==> config.mk <==
export PLATFORM = sky130hd
export DESIGN_NAME = ordered_array_list_engine_top_flat
export DESIGN_NICKNAME = d
export VERILOG_FILES = /design/src/oal_pkg.sv /design/src/oal_if.sv /design/src/ordered_array_list_engine_top.sv /design/src/oal_mem.sv /design/src/oal_ctrl.sv /design/src/flat_wrapper.sv
export VERILOG_INCLUDE_DIRS = /design/src /design/src/src
export SDC_FILE = /design/constraint.sdc
export NUM_CORES = 2
export LEC_CHECK = 0
export ABC_CLOCK_PERIOD_IN_PS = 11870
export BUFFER_PORTS_ARGS = -buffer_cell sky130_fd_sc_hd__buf_4
export CAP_MARGIN = 10
export CORE_MARGIN = 5
export CORE_UTILIZATION = 45
export CTS_CLUSTER_DIAMETER = 40
export DETAILED_ROUTE_END_ITERATION = 10
export PLACE_DENSITY_LB_ADDON = 0.3
export SLEW_MARGIN = 20
export SYNTH_ARGS = -nofsm -noshare
export SYNTH_HDL_FRONTEND = slang
export SYNTH_HIERARCHICAL = 1
export SYNTH_SLANG_ARGS = --single-unit
==> constraint.sdc <==
create_clock -name clock -period 11.87 [get_ports clock]
set_input_delay 1.187 -clock clock [delete_from_list [all_inputs] [get_ports clock]]
set_output_delay 1.187 -clock clock [all_outputs]
set_load 0.02 [all_outputs]
==> src/assert_macros.svh <==
// ----------------------------------------------------------------------------
// assert_macros.svh
// Shared concurrent assertion macros for the ordered list engine.
// ----------------------------------------------------------------------------
`ifndef ASSERT_MACROS_SVH
`define ASSERT_MACROS_SVH

// Same-cycle implication, disabled during reset.
`define ASSERT_IMPL(lbl, clk, rst, ante, cons) \
   lbl: assert property (@(posedge clk) disable iff (rst) (ante) |-> (cons)) \
      else $error("assertion failed");

// Next-cycle implication, disabled during reset.
`define ASSERT_NEXT(lbl, clk, rst, ante, cons) \
   lbl: assert property (@(posedge clk) disable iff (rst) (ante) |=> (cons)) \
      else $error("assertion failed");

`endif

==> src/oal_pkg.sv <==
`timescale 1ns / 1ps
// ----------------------------------------------------------------------------
// oal_pkg
// Shared types and codes for the ordered list engine.
// ----------------------------------------------------------------------------
package oal_pkg;

   // Command codes
   typedef enum logic [1:0] {
      CMD_APPEND = 2'd0,
      CMD_INSERT = 2'd1,
      CMD_DELETE = 2'd2,
      CMD_FIND   = 2'd3
   } cmd_type;

   // Result status codes
   typedef enum logic [1:0] {
      STAT_OK       = 2'd0,
      STAT_FULL     = 2'd1,
      STAT_RANGE    = 2'd2,
      STAT_NOTFOUND = 2'd3
   } status_type;

   // Sequencer states
   typedef enum logic [1:0] {
      ST_IDLE = 2'd0,
      ST_WALK = 2'd1,
      ST_FILL = 2'd2,
      ST_DONE = 2'd3
   } state_type;

   // One result item
   typedef struct packed {
      status_type         status;
      logic signed [31:0] removed_value;
      logic [7:0]         found_position;
      logic [7:0]         list_count;
   } rsp_type;

endpackage

==> src/oal_if.sv <==
`timescale 1ns / 1ps
// ----------------------------------------------------------------------------
// oal_if
// Valid/ready channels for commands and results of the ordered list engine.
// ----------------------------------------------------------------------------

// Command channel
interface oal_req_if;
   logic               valid;
   logic               ready;
   logic [1:0]         command;
   logic [7:0]         position;
   logic signed [31:0] value;

   modport source (output valid, command, position, value, input ready);
   modport sink   (input valid, command, position, value, output ready);
endinterface

// Result channel
interface oal_rsp_if;
   logic               valid;
   logic               ready;
   logic [1:0]         status;
   logic signed [31:0] removed_value;
   logic [7:0]         found_position;
   logic [7:0]         list_count;

   modport source (output valid, status, removed_value, found_position, list_count,
                   input ready);
   modport sink   (input valid, status, removed_value, found_position, list_count,
                   output ready);
endinterface

==> src/ordered_array_list_engine_top.sv <==
`timescale 1ns / 1ps
// ----------------------------------------------------------------------------
// ordered_array_list_engine_top
// Ordered list of signed 32-bit values kept in a single-port-read memory.
//
//   channel   | dir | handshake     | payload
//   ----------+-----+---------------+---------------------------------------
//   req_chan  | in  | valid / ready | command, position, value
//   rsp_chan  | out | valid / ready | status, removed_value, found_position,
//             |     |               | list_count
//
// Append and rejected commands finish without a walk; insert, delete and find
// walk the store, find stopping at the first hit. The walk reads one entry a
// cycle, then waits out read latency. Reset clears the count, the state and
// the pending and output valid flags; store contents are don't-care until written.
// A stalled result sits in the output register; the next command is taken
// while it waits and holds in its final step until the register frees.
// ----------------------------------------------------------------------------
`include "assert_macros.svh"

module ordered_array_list_engine_top #(
   parameter int LIST_DEPTH = 128
) (
   input  logic     clock,
   input  logic     reset,
   oal_req_if.sink  req_chan,
   oal_rsp_if.source rsp_chan
);
   import oal_pkg::*;

   localparam int IDX_W = (LIST_DEPTH > 1) ? $clog2(LIST_DEPTH) : 1;
   localparam int CNT_W = $clog2(LIST_DEPTH + 1);

   logic               res_valid;
   logic               res_ready;
   rsp_type            res;
   logic               mem_wr_en;
   logic [IDX_W-1:0]   mem_wr_addr;
   logic signed [31:0] mem_wr_data;
   logic               mem_rd_en;
   logic [IDX_W-1:0]   mem_rd_addr;
   logic signed [31:0] mem_rd_data;

   logic               rsp_valid_ff, rsp_valid_in;
   rsp_type            rsp_data_ff, rsp_data_in;
   logic               slot_free;

   oal_ctrl #(
      .DEPTH (LIST_DEPTH),
      .IDX_W (IDX_W),
      .CNT_W (CNT_W)
   ) u_ctrl (
      .clock       (clock),
      .reset       (reset),
      .req_chan    (req_chan),
      .res_valid   (res_valid),
      .res_ready   (res_ready),
      .res         (res),
      .mem_wr_en   (mem_wr_en),
      .mem_wr_addr (mem_wr_addr),
      .mem_wr_data (mem_wr_data),
      .mem_rd_en   (mem_rd_en),
      .mem_rd_addr (mem_rd_addr),
      .mem_rd_data (mem_rd_data)
   );

   oal_mem #(
      .DEPTH (LIST_DEPTH),
      .IDX_W (IDX_W)
   ) u_mem (
      .clock   (clock),
      .wr_en   (mem_wr_en),
      .wr_addr (mem_wr_addr),
      .wr_data (mem_wr_data),
      .rd_en   (mem_rd_en),
      .rd_addr (mem_rd_addr),
      .rd_data (mem_rd_data)
   );

   // Output register: loads when empty or when its transfer completes
   assign slot_free = !rsp_valid_ff || rsp_chan.ready;
   assign res_ready = slot_free;

   always_comb begin
      rsp_valid_in = rsp_valid_ff;
      rsp_data_in  = rsp_data_ff;
      if (res_valid && slot_free) begin
         rsp_valid_in = 1'b1;
         rsp_data_in  = res;
      end else if (rsp_chan.ready) begin
         rsp_valid_in = 1'b0;
      end
   end

   always_ff @(posedge clock) begin
      if (reset) begin
         rsp_valid_ff <= 1'b0;
      end else begin
         rsp_valid_ff <= rsp_valid_in;
      end
   end

   always_ff @(posedge clock) begin
      rsp_data_ff <= rsp_data_in;
   end

   assign rsp_chan.valid          = rsp_valid_ff;
   assign rsp_chan.status         = rsp_data_ff.status;
   assign rsp_chan.removed_value  = rsp_data_ff.removed_value;
   assign rsp_chan.found_position = rsp_data_ff.found_position;
   assign rsp_chan.list_count     = rsp_data_ff.list_count;

   // Checks
   `ASSERT_IMPL(a_no_accept_while_done, clock, reset,
      req_chan.valid && req_chan.ready, !res_valid)
   `ASSERT_NEXT(a_result_loads, clock, reset,
      res_valid && slot_free, rsp_valid_ff && (rsp_data_ff == $past(res)))
   `ASSERT_IMPL(a_full_means_max, clock, reset,
      rsp_valid_ff && (rsp_data_ff.status == STAT_FULL),
      rsp_data_ff.list_count == 8'(LIST_DEPTH))
   `ASSERT_IMPL(a_fail_fields_zero, clock, reset,
      rsp_valid_ff && ((rsp_data_ff.status == STAT_RANGE) ||
                       (rsp_data_ff.status == STAT_NOTFOUND)),
      (rsp_data_ff.removed_value == '0) && (rsp_data_ff.found_position == '0))

endmodule

==> src/oal_mem.sv <==
`timescale 1ns / 1ps
// ----------------------------------------------------------------------------
// oal_mem
// Entry store: one write port, one read port, registered read data.
// ----------------------------------------------------------------------------
module oal_mem #(
   parameter int DEPTH = 128,
   parameter int IDX_W = 7
) (
   input  logic               clock,
   input  logic               wr_en,
   input  logic [IDX_W-1:0]   wr_addr,
   input  logic signed [31:0] wr_data,
   input  logic               rd_en,
   input  logic [IDX_W-1:0]   rd_addr,
   output logic signed [31:0] rd_data
);

   logic signed [31:0] mem [DEPTH];

   // Write port
   always_ff @(posedge clock) begin
      if (wr_en) begin
         mem[wr_addr] <= wr_data;
      end
   end

   // Read port, registered read data
   always_ff @(posedge clock) begin
      if (rd_en) begin
         rd_data <= mem[rd_addr];
      end
   end

endmodule

==> src/oal_ctrl.sv <==
`timescale 1ns / 1ps
// ----------------------------------------------------------------------------
// oal_ctrl
// Command sequencer: holds the entry count and walks the store one entry
// per cycle for insert, delete and find.
// ----------------------------------------------------------------------------
module oal_ctrl #(
   parameter int DEPTH = 128,
   parameter int IDX_W = 7,
   parameter int CNT_W = 8
) (
   input  logic                 clock,
   input  logic                 reset,
   oal_req_if.sink              req_chan,
   output logic                 res_valid,
   input  logic                 res_ready,
   output oal_pkg::rsp_type     res,
   output logic                 mem_wr_en,
   output logic [IDX_W-1:0]     mem_wr_addr,
   output logic signed [31:0]   mem_wr_data,
   output logic                 mem_rd_en,
   output logic [IDX_W-1:0]     mem_rd_addr,
   input  logic signed [31:0]   mem_rd_data
);
   import oal_pkg::*;

   // Compare width wide enough for both position and count
   localparam int CMP_W = ((CNT_W > 8) ? CNT_W : 8) + 1;

   state_type          state_ff, state_in;
   logic [CNT_W-1:0]   count_ff, count_in;
   cmd_type            cmd_ff, cmd_in;
   logic signed [31:0] val_ff, val_in;
   logic [IDX_W-1:0]   base_ff, base_in;
   logic [IDX_W-1:0]   ptr_ff, ptr_in;
   logic [CNT_W-1:0]   left_ff, left_in;
   logic               pend_ff, pend_in;
   logic [IDX_W-1:0]   paddr_ff, paddr_in;
   rsp_type            res_ff, res_in;

   logic [CMP_W-1:0]   pos_w;
   logic [CMP_W-1:0]   cnt_w;
   logic               full;
   logic               ins_ok;
   logic               del_ok;

   assign pos_w  = CMP_W'(req_chan.position);
   assign cnt_w  = CMP_W'(count_ff);
   assign full   = (count_ff == CNT_W'(DEPTH));
   assign ins_ok = (pos_w != '0) && (pos_w <= cnt_w + CMP_W'(1));
   assign del_ok = (pos_w != '0) && (pos_w <= cnt_w);
   assign res    = res_ff;

   // Control registers
   always_ff @(posedge clock) begin
      if (reset) begin
         state_ff <= ST_IDLE;
         count_ff <= '0;
         pend_ff  <= 1'b0;
      end else begin
         state_ff <= state_in;
         count_ff <= count_in;
         pend_ff  <= pend_in;
      end
   end

   // Working registers
   always_ff @(posedge clock) begin
      cmd_ff   <= cmd_in;
      val_ff   <= val_in;
      base_ff  <= base_in;
      ptr_ff   <= ptr_in;
      left_ff  <= left_in;
      paddr_ff <= paddr_in;
      res_ff   <= res_in;
   end

   // Next state and memory control
   always_comb begin
      state_in    = state_ff;
      count_in    = count_ff;
      cmd_in      = cmd_ff;
      val_in      = val_ff;
      base_in     = base_ff;
      ptr_in      = ptr_ff;
      left_in     = left_ff;
      pend_in     = pend_ff;
      paddr_in    = paddr_ff;
      res_in      = res_ff;
      req_chan.ready = 1'b0;
      res_valid   = 1'b0;
      mem_wr_en   = 1'b0;
      mem_wr_addr = '0;
      mem_wr_data = '0;
      mem_rd_en   = 1'b0;
      mem_rd_addr = ptr_ff;

      unique case (state_ff)
         ST_IDLE: begin
            req_chan.ready = 1'b1;
            if (req_chan.valid) begin
               cmd_in  = cmd_type'(req_chan.command);
               val_in  = req_chan.value;
               base_in = IDX_W'(pos_w - CMP_W'(1));
               pend_in = 1'b0;
               res_in.status         = STAT_OK;
               res_in.removed_value  = '0;
               res_in.found_position = '0;
               res_in.list_count     = 8'(count_ff);
               state_in = ST_DONE;
               unique case (cmd_type'(req_chan.command))
                  CMD_APPEND: begin
                     if (full) begin
                        res_in.status = STAT_FULL;
                     end else begin
                        mem_wr_en   = 1'b1;
                        mem_wr_addr = IDX_W'(count_ff);
                        mem_wr_data = req_chan.value;
                        count_in    = count_ff + CNT_W'(1);
                        res_in.list_count = 8'(count_ff + CNT_W'(1));
                     end
                  end
                  CMD_INSERT: begin
                     if (full) begin
                        res_in.status = STAT_FULL;
                     end else if (!ins_ok) begin
                        res_in.status = STAT_RANGE;
                     end else begin
                        // Walk down from the tail, moving each entry up one
                        ptr_in   = IDX_W'(count_ff - CNT_W'(1));
                        left_in  = CNT_W'(cnt_w - pos_w + CMP_W'(1));
                        state_in = ST_WALK;
                     end
                  end
                  CMD_DELETE: begin
                     if (!del_ok) begin
                        res_in.status = STAT_RANGE;
                     end else begin
                        // Walk up from the removed entry, moving later ones down
                        ptr_in   = IDX_W'(pos_w - CMP_W'(1));
                        left_in  = CNT_W'(cnt_w - pos_w + CMP_W'(1));
                        state_in = ST_WALK;
                     end
                  end
                  CMD_FIND: begin
                     res_in.status = STAT_NOTFOUND;
                     ptr_in   = '0;
                     left_in  = count_ff;
                     state_in = ST_WALK;
                  end
                  default: begin
                     res_in.status = STAT_OK;
                  end
               endcase
            end
         end

         ST_WALK: begin
            // Issue the next read
            if (left_ff != '0) begin
               mem_rd_en = 1'b1;
               left_in   = left_ff - CNT_W'(1);
               ptr_in    = (cmd_ff == CMD_INSERT) ? ptr_ff - IDX_W'(1)
                                                  : ptr_ff + IDX_W'(1);
               paddr_in  = ptr_ff;
               pend_in   = 1'b1;
            end else begin
               pend_in   = 1'b0;
            end

            // Consume the read data of the previous cycle
            if (pend_ff) begin
               case (cmd_ff)
                  CMD_INSERT: begin
                     mem_wr_en   = 1'b1;
                     mem_wr_addr = paddr_ff + IDX_W'(1);
                     mem_wr_data = mem_rd_data;
                  end
                  CMD_DELETE: begin
                     if (paddr_ff == base_ff) begin
                        res_in.removed_value = mem_rd_data;
                     end else begin
                        mem_wr_en   = 1'b1;
                        mem_wr_addr = paddr_ff - IDX_W'(1);
                        mem_wr_data = mem_rd_data;
                     end
                  end
                  CMD_FIND: begin
                     if (mem_rd_data == val_ff) begin
                        res_in.status = STAT_OK;
                        res_in.found_position = 8'({1'b0, paddr_ff} + (IDX_W + 1)'(1));
                        pend_in  = 1'b0;
                        state_in = ST_DONE;
                     end
                  end
                  default: begin
                     pend_in = 1'b0;
                  end
               endcase
            end else if (left_ff == '0) begin
               // Walk finished
               case (cmd_ff)
                  CMD_INSERT: begin
                     state_in = ST_FILL;
                  end
                  CMD_DELETE: begin
                     count_in = count_ff - CNT_W'(1);
                     res_in.list_count = 8'(count_ff - CNT_W'(1));
                     state_in = ST_DONE;
                  end
                  default: begin
                     state_in = ST_DONE;
                  end
               endcase
            end
         end

         ST_FILL: begin
            // Drop the new value into the opened slot
            mem_wr_en   = 1'b1;
            mem_wr_addr = base_ff;
            mem_wr_data = val_ff;
            count_in    = count_ff + CNT_W'(1);
            res_in.list_count = 8'(count_ff + CNT_W'(1));
            state_in    = ST_DONE;
         end

         ST_DONE: begin
            res_valid = 1'b1;
            if (res_ready) begin
               state_in = ST_IDLE;
            end
         end

         default: begin
            state_in = ST_IDLE;
         end
      endcase
   end

endmodule
==> src/flat_wrapper.sv <==
// flat-port wrapper written by rule: the top's interface ports become plain ports
module ordered_array_list_engine_top_flat import oal_pkg::*;
#(
   parameter int LIST_DEPTH = 128
)
  (clock, reset, req_chan_valid, req_chan_command, req_chan_position, req_chan_value, req_chan_ready, rsp_chan_valid, rsp_chan_status, rsp_chan_removed_value, rsp_chan_found_position, rsp_chan_list_count, rsp_chan_ready);
  oal_req_if req_chan_i ();
  oal_rsp_if rsp_chan_i ();
  input  logic clock;
  input  logic reset;
  input wire logic [$bits(req_chan_i.valid)-1:0] req_chan_valid;
  input wire logic [$bits(req_chan_i.command)-1:0] req_chan_command;
  input wire logic [$bits(req_chan_i.position)-1:0] req_chan_position;
  input wire logic [$bits(req_chan_i.value)-1:0] req_chan_value;
  output wire logic [$bits(req_chan_i.ready)-1:0] req_chan_ready;
  output wire logic [$bits(rsp_chan_i.valid)-1:0] rsp_chan_valid;
  output wire logic [$bits(rsp_chan_i.status)-1:0] rsp_chan_status;
  output wire logic [$bits(rsp_chan_i.removed_value)-1:0] rsp_chan_removed_value;
  output wire logic [$bits(rsp_chan_i.found_position)-1:0] rsp_chan_found_position;
  output wire logic [$bits(rsp_chan_i.list_count)-1:0] rsp_chan_list_count;
  input wire logic [$bits(rsp_chan_i.ready)-1:0] rsp_chan_ready;
  assign req_chan_i.valid = req_chan_valid;
  assign req_chan_i.command = req_chan_command;
  assign req_chan_i.position = req_chan_position;
  assign req_chan_i.value = req_chan_value;
  assign req_chan_ready = req_chan_i.ready;
  assign rsp_chan_valid = rsp_chan_i.valid;
  assign rsp_chan_status = rsp_chan_i.status;
  assign rsp_chan_removed_value = rsp_chan_i.removed_value;
  assign rsp_chan_found_position = rsp_chan_i.found_position;
  assign rsp_chan_list_count = rsp_chan_i.list_count;
  assign rsp_chan_i.ready = rsp_chan_ready;
  ordered_array_list_engine_top #(.LIST_DEPTH(LIST_DEPTH)) u_core (.clock(clock), .reset(reset), .req_chan(req_chan_i), .rsp_chan(rsp_chan_i));
endmodule
; ---- Word-level counts from Yosys, hierarchy flattened
; Memories as Yosys holds them, arrays and structs flattened. A register that Yosys moved wholly into a read port is not among the register bits.
; Cells that the tools add are included.
[word_totals]
ram_bits = 4096
out_inout_bits = 52
elab_cells = 167
mem_count = 1
input_bits = 46
register_bits = 175
[op_classes]
addsub = 12
reduce_logical = 22
order_cmp = 2
mux = 83
n_eq_ne = 29
[memory_table]
columns = memory, depth, word_bits, rd, rd_clocked_by_memory_dff, write_ports, line
row1 = u_core.u_mem.mem, 128, 32, 1, 1, 1, oal_mem.sv:19  ; logic signed [31:0] mem [DEPTH];
[op_table]
columns = op, n
row1 = $mux 32, 7
row2 = $mux 8, 13
row3 = $pmux 32 s3, 1
row4 = $pmux 42 s2, 1
row5 = $mux 7, 11
row6 = $pmux 8 s3, 3
row7 = $pmux 32 s2, 1
row8 = $mux 50, 1
row9 = $mux 42, 1
row10 = $pmux 7 s3, 2
row11 = $eq 32x32->1, 1
row12 = $mux 2, 14
row13 = $pmux 7 s2, 2
row14 = $sub 7x1->7 const B, 3
row15 = $reduce_and 5->1, 4
row16 = $mux 1, 18
row17 = $add 8x1->8 const B, 2
row18 = $pmux 2 s4, 2
row19 = $pmux 8 s2, 1
row20 = $sub 8x1->8 const B, 2
row21 = $ne 3x3->1 const B, 5
row22 = $add 7x1->7 const B, 2
row23 = $ne 2x2->1 const B, 7
row24 = $eq 2x2->1 const B, 6
row25 = other kinds (26), 38

; ---- Logic depth before layout (Yosys ltp)
[depth]
depth_word = 8
depth_mapped = 16

; ---- Hierarchy
; The synthesis kept the hierarchy.
[by_module_without_submodules]
columns = module, area_each_um2, seq_area_each_um2, cells_per_inst, instances
row1 = oal_mem, 156593.9, 123958.9, 5990, 1
row2 = oal_ctrl, 7988.9, 3613.5, 760, 1
row3 = ordered_array_list_engine_top, 1556.5, 1521.5, 55, 1

; ---- Least setup slack after synthesis
; OpenSTA, ideal clock, no wires.
[synth_timing]
kind = in2reg
startpoint = input req_chan_command[0]
endpoint = memory u_core.u_mem.mem[0][0] (data pin)
stages = 9
path_slack_ns = 5.586
arrival_ns = 5.487
n_path_buf = 3
setup_time_ns = 0.797
cell_sequence = inv_1 ha_1 and3_1 clkbuf_1 and2_1 clkbuf_1 clkbuf_1 a222oi_1 nor2_1
[synth_between]
elab_chain_len = 4
[synth_lines]
columns = item, line
row1 = start: declaration, flat_wrapper.sv:12  ; input wire logic [$bits(req_chan_i.command)-1:0] req_chan_command;
row2 = $logic_not 2->1, oal_ctrl.sv:111  ; unique case (cmd_type'(req_chan.command))
row3 = $mux 32, oal_ctrl.sv:111
row4 = $mux 32, oal_ctrl.sv:101  ; if (req_chan.valid) begin
row5 = $pmux 32 s3, oal_ctrl.sv:98  ; unique case (state_ff)
row6 = named net u_core.mem_wr_data[0], ordered_array_list_engine_top.sv:39  ; logic signed [31:0] mem_wr_data;
row7 = end: declaration, oal_mem.sv:19
; The timed path passes the listed nets, and every way through them passes these cells.

; ---- Worst setup path after layout
[layout_timing]
startpoint = register u_core.u_ctrl.paddr_ff[3]
endpoint = memory u_core.u_mem.mem[126][2], enable pin
[layout_between]
elab_cells_between_ends = 13
cone_classes = add/sub (2) / eq/ne (1) / mux (10)
[layout_lines]
columns = item, line
row1 = start: declaration, oal_ctrl.sv:38  ; logic [IDX_W-1:0] paddr_ff, paddr_in;
row2 = start signal: assignment, oal_ctrl.sv:74  ; paddr_ff <= paddr_in;
row3 = $eq 7x7->1, oal_ctrl.sv:180  ; if (paddr_ff == base_ff) begin
row4 = $mux 7, oal_ctrl.sv:180
row5 = $pmux 7 s2, oal_ctrl.sv:173  ; case (cmd_ff)
row6 = $mux 7, oal_ctrl.sv:172  ; if (pend_ff) begin
row7 = $pmux 7 s3, oal_ctrl.sv:98
row8 = named net u_core.mem_wr_addr[0], ordered_array_list_engine_top.sv:38  ; logic [IDX_W-1:0] mem_wr_addr;
; The timed path passes the listed nets, and every way through them passes these cells.

==> run_results.csv <==
group,metric,value,unit
timing,post-route-period-util,53.0,%
cells_and_area,final_common_cell,"edfxtp_1",
route,vias,77100,
cells_and_area,mostFrequentLayoutCells,"4291 x edfxtp_1, 1344 x mux4_2, 477 x clkbuf_16",
synth,yosysSeqAreaShare,77.7,%
power_and_ir_drop,intPower,31300,µW
critical_path,reg2reg_depth,11,
floorplanning,dieHeight,618,µm
hold_path,hp-start,"u_core/u_ctrl/res[2]",
clock_network,cts_resized,0,
hold_path,holdPathStages,0,
route,drc,0,
timing,max_freq,159,MHz
power_and_ir_drop,seqPwrFrac,41.1,%
placed_design,placed_area,174000,µm²
global_routing,grt_pass1_wl,593000,µm
clock_network,cts_root_buf,"clkbuf_16",
cells_and_area,final_nets,7310,
timing,maxSlewHeadroom,21.9,%
global_routing,grt_use_total,21.9,%
synth,syn_inst,6805,
clock_network,post_cts_buffers,0,
critical_path,critical_path.top_delay_family,"simple AND/OR/NAND/NOR gates",
cells_and_area,multi_input_area,36600,µm²
timing,finalHoldViolations,0,
route,viasPerCell,6.19,
power_and_ir_drop,swShare,30.5,%
cells_and_area,n_fill_cell,27600,
synth,yosys_warnings,6,
clock_network,clock_sinks,4303,
critical_path,critPathMostFrequentCell,"nor2b_1",
critical_path,critPathKind,"flip-flop to flip-flop",
synth,avgSynthCellArea,24.4,µm²
route,route.detailed.wl_per_inst,33.9,µm
critical_path,crit_end,"u_core/u_mem/mem[126][2]",
floorplanning,start_util,45.1,%
clock_network,cts_buffers,474,
critical_path,r2r_slack,5580,ps
synth,synth_ff_type,"edfxtp_1",
power_and_ir_drop,leakage,0.0597,µW
timing,setup_tns,0,ps
critical_path,crit_path_start,"u_core/u_ctrl/paddr_ff[3]",
floorplanning,die_w,618,µm
cells_and_area,fin_area,191000,µm²
timing,fin_skew,48.2,ps
synth,synth_area,166000,µm²
floorplanning,core,368000,µm²
clock_network,htree_levels,5,
power_and_ir_drop,power_density,236,nW/µm²
critical_path,regToRegStartpoint,"u_core/u_ctrl/paddr_ff[3]",
critical_path,crit_fanout,34,
synth,synth_edf_count,4291,
synth,ys_ff_latch,4303,
clock_network,clk_pin_slew_worst_paths,60,ps
floorplanning,ioPinCount,98,
route,routed_wirelength,422000,µm
timing,final_max_slew_viol_count,0,
synth,syn_nets,6907,
critical_path,slowest_stage,"nor2_4",
timing,grt_setup_unrepaired,"false",
route,drtPass1Iterations,10,
power_and_ir_drop,irDropWorstVdd,0.000162,V
critical_path,cp-end-kind,"flip-flop",
cells_and_area,post-route-util,51.9,%
critical_path,crit_chain,"xnor2_1 > nand4_1 > nor4_1 > nor2b_1 > o21a_1 > buf_4 > a222oi_1 > nor2_2 > nor2b_1 > nand3_4 > nor2_4",
timing,setup_violations,0,
power_and_ir_drop,p_sw,13700,µW
run_status,status,"finished, final reports clean",
critical_path,slowest_delay,1140,ps
power_and_ir_drop,p_comb_share,25.9,%
cells_and_area,seqCellArea,129000,µm²
critical_path,crit_buf_inv,1,
floorplanning,rows,223,
critical_path,cp.required,12420,ps
synth,synth-async-reset-ratio,0,%
global_routing,grt_max_degree,151,
cells_and_area,final_layout_size_suffix_gt1_share,34.3,%
critical_path,crit_cells,11,
route,drt_iter0_drc,11100,
clock_network,clk_latency,990,ps
flow_run,maxCapViolations,0,
hold_path,min_path_type,"flip-flop to flip-flop",
cells_and_area,syn_to_final_growth,15.0,%
timing,worstMarginPinSlew,1170,ps
clock_network,cts_tree,"yes",
timing,period_needed,6290,ps
placed_design,gp_congestion,0.884,
power_and_ir_drop,p_clk_share,33.0,%
global_routing,grt_overflow_total,0,
placed_design,portBuffers,97,
clock_network,clockBufferDepth,4,
global_routing,grt_pass1_vias,75500,
route,drt.antenna.violating_nets,0,
placed_design,hpwlAfterDp,254000,µm
clock_network,cts-hold-fix-buffers,0,
critical_path,worst-endpoint-arrival,6840,ps
global_routing,antenna_found_initial,34,
floorplanning,die-area,381000,µm²
critical_path,cp-start-kind,"flip-flop",
critical_path,reg2reg_to,"u_core/u_mem/mem[126][2]",
synth,synthDistinctLibCells,73,
==> metrics by stage <==
step	setup slack (ps)	hold slack, ps	instances	power [µW]
global placement	5460	405	11500	30300
global route	5390	377	12400	46400
detailed placement	5360	405	11500	30500
floorplan	5590	400	6805	25500
CTS	5900	346	12400	45300
finish	5580	418	12500	45100
==> cell usage after synthesis, drive strengths merged (38+ instances only) <==
library cell  count  area share (%)
edfxtp         4291              78
mux4           1344              18
clkbuf          232            0.52
nor2            200            0.45
buf             137            0.39
ha               53            0.40
xor2             50            0.26
inv              48            0.11
a21oi            39            0.12
a222oi           39            0.23
and2             39            0.15
nand2            38           0.086
==> per-layer routing <==
metal,global-route usage [%],vias up,wire length [µm]
met2,33.1,4287,195000
met5,0,-,26
met4,6.17,4,13400
met1,32.4,41800,166000
li1,-,30400,-
met3,5.12,544,48100
==> power groups by stage <==
stage / Combinational, µW / Clock (µW) / Sequential [µW]
after global placement: 11500 / 0 / 18800
after detailed placement: 11600 / 0 / 18800
after floorplan: 6670 / 0 / 18800
final: 11700 / 14900 / 18500
after global routing: 12100 / 15800 / 18500
after CTS: 11700 / 15100 / 18500
==> how the worst min path moves through the flow <==
stage and endpoint:
2_1_floorplan u_core/rsp_chan.found_position[0], 3_3_place_gp u_core/rsp_chan.status[0], 3_5_place_dp u_core/rsp_chan.list_count[2], 4_1_cts u_core/u_ctrl/val_ff[30]
5_1_grt u_core/u_ctrl/val_ff[30], 6_report u_core/rsp_chan.list_count[2]
==> logic make-up after synthesis <==
kind of cell,count (synthesis),share of synthesized area [%]
buf+inv,420,1.03
mux,1390,18.5
simple gates,387,1.10
flops,4303,77.7
xor+xnor,87,0.467
fa+ha+maj,57,0.441
compound gates,161,0.735
==> flip-flops by register name, summed over array words and instances, names as in the netlist, 7 cells and up <==
register / count
u_core/u_ctrl/base_ff: 7
u_core/u_mem/mem: 4096
u_core/rsp_chan.list_count: 8
u_core/rsp_chan.removed_value: 32
u_core/u_ctrl/mem_rd_addr: 7
u_core/rsp_chan.found_position: 8
u_core/u_ctrl/res: 50
u_core/u_ctrl/left_ff: 8
u_core/u_mem/rd_data: 32
u_core/u_ctrl/paddr_ff: 7
u_core/u_ctrl/count_ff: 8
u_core/u_ctrl/val_ff: 32
==> worst register-to-register path, cell delays in order, from the launching register on <==
cell      delay (ps)
edfxtp_1         530
xnor2_1          250
nand4_1          150
nor4_1           350
nor2b_1          250
o21a_1           230
buf_4            240
a222oi_1         970
nor2_2           450
nor2b_1          540
nand3_4          730
nor2_4          1180
==> area by class of cell <==
class	instances	area share [%]
repair buffers	296	1.54
multi-input cells	2082	19.2
clock inverters	334	2.05
inverters	51	0.100
clock buffers	539	6.37
well taps	4837	3.17
flip-flops and latches	4303	67.6
diodes	15	0.0197
Power figures use the tool's default switching activity.
